==> config.mk <==
export PLATFORM = sky130hd
export DESIGN_NAME = promotable_priority_store
export DESIGN_NICKNAME = d
export VERILOG_FILES = /design/src/rtl/core/pps_pkg.sv /design/src/rtl/core/promotable_priority_store.sv /design/src/rtl/core/pps_ctrl.sv /design/src/rtl/core/pps_datapath.sv
export SDC_FILE = /design/constraint.sdc
export NUM_CORES = 2
export LEC_CHECK = 0
export BUFFER_PORTS_ARGS = -buffer_cell sky130_fd_sc_hd__buf_2
export CAP_MARGIN = 20
export CORE_MARGIN = 2
export CORE_UTILIZATION = 56
export DETAILED_ROUTE_END_ITERATION = 10
export PLACE_DENSITY = 0.75
export SETUP_SLACK_MARGIN = 0.15
export SYNTH_ARGS = -nofsm -noshare
export SYNTH_HDL_FRONTEND = slang
export SYNTH_SLANG_ARGS = --single-unit
==> constraint.sdc <==
create_clock -name aclk -period 13.03 [get_ports aclk]
set_input_delay 3.2575 -clock aclk [delete_from_list [all_inputs] [get_ports aclk]]
set_output_delay 3.2575 -clock aclk [all_outputs]
set_load 0.05 [all_outputs]
==> src/rtl/core/pps_pkg.sv <==
// Package for the promotable priority store: field widths, item kinds,
// status codes and the command/status structs between controller and datapath.
// No dependencies.
package pps_pkg;

    // Default sizing, used as the defaults of the top level parameters
    localparam int DEF_CAPACITY     = 16;
    localparam int DEF_PAYLOAD_BITS = 32;
    localparam int DEF_IDENT_BITS   = 32;

    // Fixed port field widths
    localparam int FIELD_W   = 32;
    localparam int KIND_W    = 3;
    localparam int STATUS_W  = 2;
    localparam int RANK_BITS = 32;

    // Item kinds
    localparam logic [KIND_W-1:0] KIND_ADD      = 3'd0;
    localparam logic [KIND_W-1:0] KIND_PROMOTE  = 3'd1;
    localparam logic [KIND_W-1:0] KIND_GET_MAX  = 3'd2;
    localparam logic [KIND_W-1:0] KIND_POP_MAX  = 3'd3;
    localparam logic [KIND_W-1:0] KIND_IS_VALID = 3'd4;
    localparam logic [KIND_W-1:0] KIND_GET      = 3'd5;

    // Result status codes
    localparam logic [STATUS_W-1:0] STAT_OK      = 2'd0;
    localparam logic [STATUS_W-1:0] STAT_EMPTY   = 2'd1;
    localparam logic [STATUS_W-1:0] STAT_FULL    = 2'd2;
    localparam logic [STATUS_W-1:0] STAT_UNKNOWN = 2'd3;

    // Controller -> datapath commands
    typedef struct packed {
        logic clear_step;  // write one used bit to zero, advance counter
        logic load;        // capture input item, reset scan trackers
        logic scan_step;   // read one slot, advance counter
        logic commit;      // apply update, load output register
    } pps_cmd_t;

    // Datapath -> controller status
    typedef struct packed {
        logic cnt_last;    // slot counter at the last slot
        logic out_free;    // output register can take a result this cycle
    } pps_stat_t;

endpackage

==> src/rtl/core/promotable_priority_store.sv <==
// Promotable priority store, top level: controller plus datapath.
// Depends on pps_pkg, pps_ctrl and pps_datapath.
//
// Usage:
//   s_ channel takes one item (kind, entry_id, payload); m_ channel returns
//   exactly one result (status, found, id, payload, priority) per item.
//   Both channels are valid/ready; an item moves when both are high.
//   Every item scans all CAPACITY slots, one slot read per cycle from the
//   slot memory's single read port. The result becomes valid after the scan,
//   at commit, and the next item is taken only after that commit.
//   Reset (aresetn low, synchronous) empties the store and zeroes the
//   identifier counter. After reset a clearing pass over all CAPACITY slots
//   zeroes the used bits; s_ready stays low during it.
//   The result sits in an output register. A new item can be accepted
//   while it waits; if m_ready is still low when the next result is ready,
//   the block holds that result internally and keeps s_ready low.
module promotable_priority_store
    import pps_pkg::*;
#(
    parameter int CAPACITY     = DEF_CAPACITY,
    parameter int PAYLOAD_BITS = DEF_PAYLOAD_BITS,
    parameter int IDENT_BITS   = DEF_IDENT_BITS
) (
    input  logic                aclk,
    input  logic                aresetn,
    input  logic                s_valid,
    output logic                s_ready,
    input  logic [KIND_W-1:0]   s_kind,
    input  logic [FIELD_W-1:0]  s_entry_id,
    input  logic [FIELD_W-1:0]  s_payload,
    output logic                m_valid,
    input  logic                m_ready,
    output logic [STATUS_W-1:0] m_status,
    output logic                m_found,
    output logic [FIELD_W-1:0]  m_result_id,
    output logic [FIELD_W-1:0]  m_result_payload,
    output logic [FIELD_W-1:0]  m_result_priority
);

    pps_cmd_t  cmd;
    pps_stat_t stat;

    pps_ctrl u_ctrl (
        .aclk    (aclk),
        .aresetn (aresetn),
        .s_valid (s_valid),
        .s_ready (s_ready),
        .stat    (stat),
        .cmd     (cmd)
    );

    pps_datapath #(
        .CAPACITY     (CAPACITY),
        .PAYLOAD_BITS (PAYLOAD_BITS),
        .IDENT_BITS   (IDENT_BITS)
    ) u_datapath (
        .aclk              (aclk),
        .aresetn           (aresetn),
        .cmd               (cmd),
        .stat              (stat),
        .s_kind            (s_kind),
        .s_entry_id        (s_entry_id),
        .s_payload         (s_payload),
        .m_valid           (m_valid),
        .m_ready           (m_ready),
        .m_status          (m_status),
        .m_found           (m_found),
        .m_result_id       (m_result_id),
        .m_result_payload  (m_result_payload),
        .m_result_priority (m_result_priority)
    );

`ifndef SYNTHESIS
    // One item at a time: no item right after an accepted one
    a_one_in_flight: assert property (@(posedge aclk) disable iff (!aresetn)
        (s_valid && s_ready) |=> !s_ready)
        else $error("item accepted while another is in flight");

    // A commit always presents a result next cycle
    a_commit_valid: assert property (@(posedge aclk) disable iff (!aresetn)
        cmd.commit |=> m_valid)
        else $error("commit did not raise m_valid");

    // Commit never overwrites a result that is still waiting
    a_no_overwrite: assert property (@(posedge aclk) disable iff (!aresetn)
        cmd.commit |-> (!m_valid || m_ready))
        else $error("commit overwrote a pending result");

    // Flagged results carry no entry
    a_flag_clean: assert property (@(posedge aclk) disable iff (!aresetn)
        (m_valid && (m_status == STAT_EMPTY || m_status == STAT_FULL ||
                     m_status == STAT_UNKNOWN)) |-> (!m_found && m_result_id == '0))
        else $error("flagged result reports an entry");
`endif

endmodule

==> src/rtl/core/pps_ctrl.sv <==
// Controller for the promotable priority store: one-hot state machine that
// sequences the clearing pass, the slot scan and the commit.
// Depends on pps_pkg.
module pps_ctrl
    import pps_pkg::*;
(
    input  logic      aclk,
    input  logic      aresetn,
    input  logic      s_valid,
    output logic      s_ready,
    input  pps_stat_t stat,
    output pps_cmd_t  cmd
);

    typedef enum logic [4:0] {
        S_CLEAR  = 5'b00001,
        S_IDLE   = 5'b00010,
        S_SCAN   = 5'b00100,
        S_TAIL   = 5'b01000,
        S_COMMIT = 5'b10000
    } state_t;

    state_t state_reg;
    state_t state_next;

    // State register
    always_ff @(posedge aclk) begin
        if (!aresetn) begin
            state_reg <= S_CLEAR;
        end else begin
            state_reg <= state_next;
        end
    end

    // Next state and commands
    always_comb begin
        state_next = state_reg;
        cmd        = '0;
        s_ready    = 1'b0;
        case (state_reg)
            S_CLEAR: begin
                cmd.clear_step = 1'b1;
                if (stat.cnt_last) begin
                    state_next = S_IDLE;
                end
            end
            S_IDLE: begin
                s_ready = 1'b1;
                if (s_valid) begin
                    cmd.load   = 1'b1;
                    state_next = S_SCAN;
                end
            end
            S_SCAN: begin
                cmd.scan_step = 1'b1;
                if (stat.cnt_last) begin
                    state_next = S_TAIL;
                end
            end
            // last read data is evaluated here
            S_TAIL: begin
                state_next = S_COMMIT;
            end
            S_COMMIT: begin
                if (stat.out_free) begin
                    cmd.commit = 1'b1;
                    state_next = S_IDLE;
                end
            end
            default: begin
                state_next = S_CLEAR;
            end
        endcase
    end

endmodule

==> src/rtl/core/pps_datapath.sv <==
// Datapath for the promotable priority store: slot memories, scan counter,
// free/match/max trackers, commit logic and the output register.
// Depends on pps_pkg.
module pps_datapath
    import pps_pkg::*;
#(
    parameter int CAPACITY     = DEF_CAPACITY,
    parameter int PAYLOAD_BITS = DEF_PAYLOAD_BITS,
    parameter int IDENT_BITS   = DEF_IDENT_BITS
) (
    input  logic                aclk,
    input  logic                aresetn,
    input  pps_cmd_t            cmd,
    output pps_stat_t           stat,
    input  logic [KIND_W-1:0]   s_kind,
    input  logic [FIELD_W-1:0]  s_entry_id,
    input  logic [FIELD_W-1:0]  s_payload,
    output logic                m_valid,
    input  logic                m_ready,
    output logic [STATUS_W-1:0] m_status,
    output logic                m_found,
    output logic [FIELD_W-1:0]  m_result_id,
    output logic [FIELD_W-1:0]  m_result_payload,
    output logic [FIELD_W-1:0]  m_result_priority
);

    localparam int CNT_W = $clog2(CAPACITY);
    localparam logic [CNT_W-1:0] CNT_LAST = CNT_W'(CAPACITY - 1);

    // Slot memories
    logic                    used_mem  [CAPACITY];
    logic [IDENT_BITS-1:0]   ident_mem [CAPACITY];
    logic [PAYLOAD_BITS-1:0] data_mem  [CAPACITY];
    logic [RANK_BITS-1:0]    rank_mem  [CAPACITY];

    logic [CNT_W-1:0]        cnt_reg;
    logic [IDENT_BITS-1:0]   next_ident_reg;

    // Captured item
    logic [KIND_W-1:0]       kind_reg;
    logic [IDENT_BITS-1:0]   id_reg;
    logic [PAYLOAD_BITS-1:0] payload_reg;

    // Registered read data
    logic                    eval_vld_reg;
    logic [CNT_W-1:0]        eval_idx_reg;
    logic                    used_q;
    logic [IDENT_BITS-1:0]   ident_q;
    logic [PAYLOAD_BITS-1:0] data_q;
    logic [RANK_BITS-1:0]    rank_q;

    // Scan trackers
    logic                    free_found_reg;
    logic [CNT_W-1:0]        free_idx_reg;
    logic                    hit_found_reg;
    logic [CNT_W-1:0]        hit_idx_reg;
    logic [IDENT_BITS-1:0]   hit_ident_reg;
    logic [PAYLOAD_BITS-1:0] hit_data_reg;
    logic [RANK_BITS-1:0]    hit_rank_reg;
    logic                    best_found_reg;
    logic [CNT_W-1:0]        best_idx_reg;
    logic [IDENT_BITS-1:0]   best_ident_reg;
    logic [PAYLOAD_BITS-1:0] best_data_reg;
    logic [RANK_BITS-1:0]    best_rank_reg;

    // Output register
    logic                    m_valid_reg;
    logic [STATUS_W-1:0]     status_reg;
    logic                    found_reg;
    logic [FIELD_W-1:0]      res_id_reg;
    logic [FIELD_W-1:0]      res_payload_reg;
    logic [FIELD_W-1:0]      res_rank_reg;

    // Commit-side signals
    logic                    used_we;
    logic [CNT_W-1:0]        used_waddr;
    logic                    used_wdata;
    logic                    ent_we;
    logic [CNT_W-1:0]        ent_waddr;
    logic [IDENT_BITS-1:0]   ent_ident;
    logic [PAYLOAD_BITS-1:0] ent_data;
    logic [RANK_BITS-1:0]    ent_rank;
    logic                    adv_ident;
    logic [STATUS_W-1:0]     res_status;
    logic                    rep_on;
    logic [IDENT_BITS-1:0]   rep_ident;
    logic [PAYLOAD_BITS-1:0] rep_data;
    logic [RANK_BITS-1:0]    rep_rank;
    logic [RANK_BITS-1:0]    promo_rank;
    logic [63:0]             rep_ident_wide;
    logic [63:0]             rep_data_wide;
    logic                    beats_best;

    assign stat.cnt_last = (cnt_reg == CNT_LAST);
    assign stat.out_free = !m_valid_reg || m_ready;

    // Slot counter, shared by the clearing pass and the scan
    always_ff @(posedge aclk) begin
        if (!aresetn) begin
            cnt_reg <= '0;
        end else if (cmd.load) begin
            cnt_reg <= '0;
        end else if (cmd.clear_step || cmd.scan_step) begin
            cnt_reg <= stat.cnt_last ? '0 : cnt_reg + CNT_W'(1);
        end
    end

    // Capture the item
    always_ff @(posedge aclk) begin
        if (cmd.load) begin
            kind_reg    <= s_kind;
            id_reg      <= IDENT_BITS'(s_entry_id);
            payload_reg <= PAYLOAD_BITS'(s_payload);
        end
    end

    // Used-bit memory: cleared by the pass after reset
    always_ff @(posedge aclk) begin
        if (used_we) begin
            used_mem[used_waddr] <= used_wdata;
        end
        if (cmd.scan_step) begin
            used_q <= used_mem[cnt_reg];
        end
    end

    // Entry memories
    always_ff @(posedge aclk) begin
        if (ent_we) begin
            ident_mem[ent_waddr] <= ent_ident;
            data_mem[ent_waddr]  <= ent_data;
            rank_mem[ent_waddr]  <= ent_rank;
        end
        if (cmd.scan_step) begin
            ident_q <= ident_mem[cnt_reg];
            data_q  <= data_mem[cnt_reg];
            rank_q  <= rank_mem[cnt_reg];
        end
    end

    // Read data tag
    always_ff @(posedge aclk) begin
        if (!aresetn) begin
            eval_vld_reg <= 1'b0;
        end else begin
            eval_vld_reg <= cmd.scan_step;
        end
        eval_idx_reg <= cnt_reg;
    end

    // Higher rank wins, then larger ident; exact tie keeps the lower slot
    assign beats_best = !best_found_reg || (rank_q > best_rank_reg) ||
                        ((rank_q == best_rank_reg) && (ident_q > best_ident_reg));

    // Scan trackers
    always_ff @(posedge aclk) begin
        if (!aresetn || cmd.load) begin
            free_found_reg <= 1'b0;
            hit_found_reg  <= 1'b0;
            best_found_reg <= 1'b0;
        end else if (eval_vld_reg) begin
            if (!used_q && !free_found_reg) begin
                free_found_reg <= 1'b1;
            end
            if (used_q && ident_q == id_reg && !hit_found_reg) begin
                hit_found_reg <= 1'b1;
            end
            if (used_q && beats_best) begin
                best_found_reg <= 1'b1;
            end
        end
    end

    always_ff @(posedge aclk) begin
        if (eval_vld_reg) begin
            if (!used_q && !free_found_reg) begin
                free_idx_reg <= eval_idx_reg;
            end
            if (used_q && ident_q == id_reg && !hit_found_reg) begin
                hit_idx_reg   <= eval_idx_reg;
                hit_ident_reg <= ident_q;
                hit_data_reg  <= data_q;
                hit_rank_reg  <= rank_q;
            end
            if (used_q && beats_best) begin
                best_idx_reg   <= eval_idx_reg;
                best_ident_reg <= ident_q;
                best_data_reg  <= data_q;
                best_rank_reg  <= rank_q;
            end
        end
    end

    // Saturating promote
    assign promo_rank = (hit_rank_reg == '1) ? hit_rank_reg
                                             : hit_rank_reg + RANK_BITS'(1);

    // Commit decode and memory write selection
    always_comb begin
        used_we    = 1'b0;
        used_waddr = cnt_reg;
        used_wdata = 1'b0;
        ent_we     = 1'b0;
        ent_waddr  = hit_idx_reg;
        ent_ident  = hit_ident_reg;
        ent_data   = hit_data_reg;
        ent_rank   = promo_rank;
        adv_ident  = 1'b0;
        res_status = STAT_OK;
        rep_on     = 1'b0;
        rep_ident  = hit_ident_reg;
        rep_data   = hit_data_reg;
        rep_rank   = hit_rank_reg;

        case (kind_reg)
            KIND_ADD: begin
                if (!free_found_reg) begin
                    res_status = STAT_FULL;
                end else begin
                    used_we    = cmd.commit;
                    used_waddr = free_idx_reg;
                    used_wdata = 1'b1;
                    ent_we     = cmd.commit;
                    ent_waddr  = free_idx_reg;
                    ent_ident  = next_ident_reg;
                    ent_data   = payload_reg;
                    ent_rank   = '0;
                    adv_ident  = cmd.commit;
                    rep_on     = 1'b1;
                    rep_ident  = next_ident_reg;
                    rep_data   = payload_reg;
                    rep_rank   = '0;
                end
            end
            KIND_PROMOTE: begin
                if (!hit_found_reg) begin
                    res_status = STAT_UNKNOWN;
                end else begin
                    ent_we   = cmd.commit;
                    rep_on   = 1'b1;
                    rep_rank = promo_rank;
                end
            end
            KIND_GET_MAX, KIND_POP_MAX: begin
                if (!best_found_reg) begin
                    res_status = STAT_EMPTY;
                end else begin
                    rep_on    = 1'b1;
                    rep_ident = best_ident_reg;
                    rep_data  = best_data_reg;
                    rep_rank  = best_rank_reg;
                    if (kind_reg == KIND_POP_MAX) begin
                        used_we    = cmd.commit;
                        used_waddr = best_idx_reg;
                        used_wdata = 1'b0;
                    end
                end
            end
            KIND_IS_VALID: begin
                rep_on = hit_found_reg;
            end
            KIND_GET: begin
                if (!hit_found_reg) begin
                    res_status = STAT_UNKNOWN;
                end else begin
                    rep_on = 1'b1;
                end
            end
            default: begin
                res_status = STAT_OK;
            end
        endcase

        // clearing pass owns the used-bit port
        if (cmd.clear_step) begin
            used_we    = 1'b1;
            used_waddr = cnt_reg;
            used_wdata = 1'b0;
        end
    end

    assign rep_ident_wide = 64'(rep_ident);
    assign rep_data_wide  = 64'(rep_data);

    // Identifier counter, wraps at IDENT_BITS
    always_ff @(posedge aclk) begin
        if (!aresetn) begin
            next_ident_reg <= '0;
        end else if (adv_ident) begin
            next_ident_reg <= next_ident_reg + IDENT_BITS'(1);
        end
    end

    // Output register
    always_ff @(posedge aclk) begin
        if (!aresetn) begin
            m_valid_reg <= 1'b0;
        end else if (cmd.commit) begin
            m_valid_reg <= 1'b1;
        end else if (m_ready) begin
            m_valid_reg <= 1'b0;
        end
    end

    always_ff @(posedge aclk) begin
        if (cmd.commit) begin
            status_reg      <= res_status;
            found_reg       <= rep_on;
            res_id_reg      <= rep_on ? rep_ident_wide[FIELD_W-1:0] : '0;
            res_payload_reg <= rep_on ? rep_data_wide[FIELD_W-1:0] : '0;
            res_rank_reg    <= rep_on ? rep_rank : '0;
        end
    end

    assign m_valid           = m_valid_reg;
    assign m_status          = status_reg;
    assign m_found           = found_reg;
    assign m_result_id       = res_id_reg;
    assign m_result_payload  = res_payload_reg;
    assign m_result_priority = res_rank_reg;

endmodule
==> qor.txt <==
Run status - complete, no violations
Initial DRC Count - 5705
Max Slew Vio Count - 0
Clock Tree Root - clkbuf_16
Top delay family on crit path - simple AND/OR/NAND/NOR gates
Critical-path top delay cell - nor2_4
Setup Buffers After CTS - 0
CTS sink cnt - 2069
Place WS - 6.20 ns
Cts bufs inserted - 195
Total track usage - 27.0%
Busiest grt layer - met2
WL final - 196000 um
Main flop type after synthesis - edfxtp_1
RSZ-0062 raised after global routing - no
Drt drc - 0
Biggest regs - u_datapath.data_mem: 512 flops, u_datapath.ident_mem: 512 flops, u_datapath.rank_mem: 512 flops
Ports - 172
Vias/cell - 6.54
Setup TNS - 0 ns
First-pass GRT wire length - 284000 um
Bufs on Longest Clock Path - 3
CTS Hold Buffers Added - 0
Skew final - 0.0426 ns
Area Growth Syn to Fin - 12.0%
Rows - 138
Antenna violations before repair - 6
Met3 GRT Util - 6.07%
Nets - 4332
Seq/Total Area, Yosys - 76.9%
Synthesis warning total - 0
Number of flops mapped to enable cells by yosys - 2019
Port Buffers - 171
Distinct cells, synth - 70
Global routing met1 resource utilization - 37.9%
# H-tree levels - 4
Commonest non-fill, non-tap cell in the layout - edfxtp_1
Critical Setup Path Class - input pin to flop
Syn_nets - 4061
Initial Utilization - 56.5%
CP max stage delay - 0.83 ns
Relative slew slack - 21.7%
Power Density - 154 mW/mm^2
Final hold viol count - 0
Share of layout cells above drive strength 1 - 24.4%
Max-Cap Viols - 0
Crit-path cells - buf_2, nand2b_1, nand4_1, buf_4, inv_6, and2_1, nand2_1, nor2_4, buf_4
Pre-antenna DRT Iters - 7
Leak - 28.6 nW
Worst EP arrival - 6.43 ns
Routed len/inst - 31.3 um
Setup ws final - 7.05 ns
Vias in the first global route - 41300
Antenna-violating nets left - 0
Die X - 382 um
Die Ht - 382 um
Tmin final - 5.98 ns
Maximum VDD drop - 134 uV
Worst path buffer plus inverter count - 4
TritonCTS clock tree - yes
CP Launch Type - input pin
Worst Hold Margin - 0.433 ns
Via Count - 40900
Most frequent cells in the layout - edfxtp_1, mux4_2, nand2_1, clkbuf_16, buf_2
Most common cell on crit path - buf_4
GRT overflow - 0
CTS clk-pin slew, worst paths - 0.07 ns
Mapped cell area - 0.0801 mm^2
Actual slew at the worst max-slew pin - 1.17 ns
Seq cells post-synth - 2069
Fmax - 167 MHz
Hpwl dp - 108000 um
Core Area - 0.142 mm^2
Clock latency on the worst-skew pair - 0.85 ns
Hold WC Path Type - flop to flop
Mapped Avg Cell Area - 20.4 um^2
Mapped Cells - 3923
Final setup fails - 0
Cts repair resizes - 0
Ys async rst share - 0%
Req. time, crit path - 13.48 ns
Met2 Resource Use GR - 43.0%
CP Max Fanout - 51
CP Capture Type - flop
Final worst-path cycle share - 45.9%
Final Wtd Congestion - 0.815
Area of the die - 0.146 mm^2
Largest net degree at the start of global routing - 163
-- kinds of logic after synthesis --
logic type,share of synthesized area [%]
compound gates,1.98
xor+xnor,0.973
fa+ha+maj,1.05
buf+inv,1.34
flops,76.9
mux,13.7
simple gates,4.02
-- per-stage QoR --
stage / cells / utilization [%] / area (um^2) / power [mW]
CTS: 6241 / 63.2 / 89600 / 13.9
global route: 6251 / 63.3 / 89700 / 14.2
detailed placement: 5877 / 58.9 / 83400 / 8.46
floorplan: 3923 / - / 80100 / 8.20
global placement: 5875 / 58.8 / 83400 / 8.45
finish: 6252 / 63.3 / 89700 / 13.8
-- final timing paths --
check,startpoint,end,slack (ns),cells after the start
max,m_ready,u_datapath.data_mem[4][26],7.05,9
min,u_datapath.data_q[0],u_datapath.best_data_reg[0],0.43,0
max reg2reg,u_datapath.kind_reg[0],u_datapath.data_mem[15][22],7.69,9
min reg2reg,u_datapath.data_q[0],u_datapath.best_data_reg[0],0.43,0
-- power by group --
group	total (mW)	switching, mW	internal, mW
registers	7.27	0.0406	7.23
clock network	5.48	2.44	3.04
logic	1.06	0.487	0.574
total	13.8	2.97	10.8
-- per-layer routing --
metal	share of wire, %	up-vias	routed length (um)
met5	0.023	-	46
met4	2.7	6	5230
met3	11	343	22200
met2	49	2703	95500
met1	37	21300	72800
li1	-	16600	-
-- Yosys cell counts (31+ instances only) --
library cell,number,area (um^2)
edfxtp_1,2019,60600
dfxtp_1,50,1000
mux4_2,485,10900
o21ai_0,32,160
clkbuf_1,130,488
inv_1,83,312
xnor2_1,56,490
xor2_1,33,289
a21oi_1,42,210
nand2_1,386,1450
buf_1,37,139
nor4_1,31,194
nor2_1,97,364
a31oi_1,71,444
ha_1,67,838
-- cell type report --
| class | count | area (um^2) |
|---|---|---|
| timing repair buffer | 254 | 1600 |
| inverter | 84 | 323 |
| tap | 1890 | 2360 |
| antenna | 1 | 2.50 |
| clock buffer | 247 | 5210 |
| fill | 9121 | 52100 |
| sequential | 2069 | 61600 |
| clock inverter | 117 | 926 |
| multi-input combinational | 1590 | 17600 |
-- worst reg2reg max path, delay by kind of cell, from the launching register on --
family / cells / cell delay, ns
compound gates: 1 / 0.23
flops: 1 / 0.67
buf+inv: 3 / 1.87
simple gates: 5 / 2.14
No activity file was read; power rests on OpenSTA's default activity.
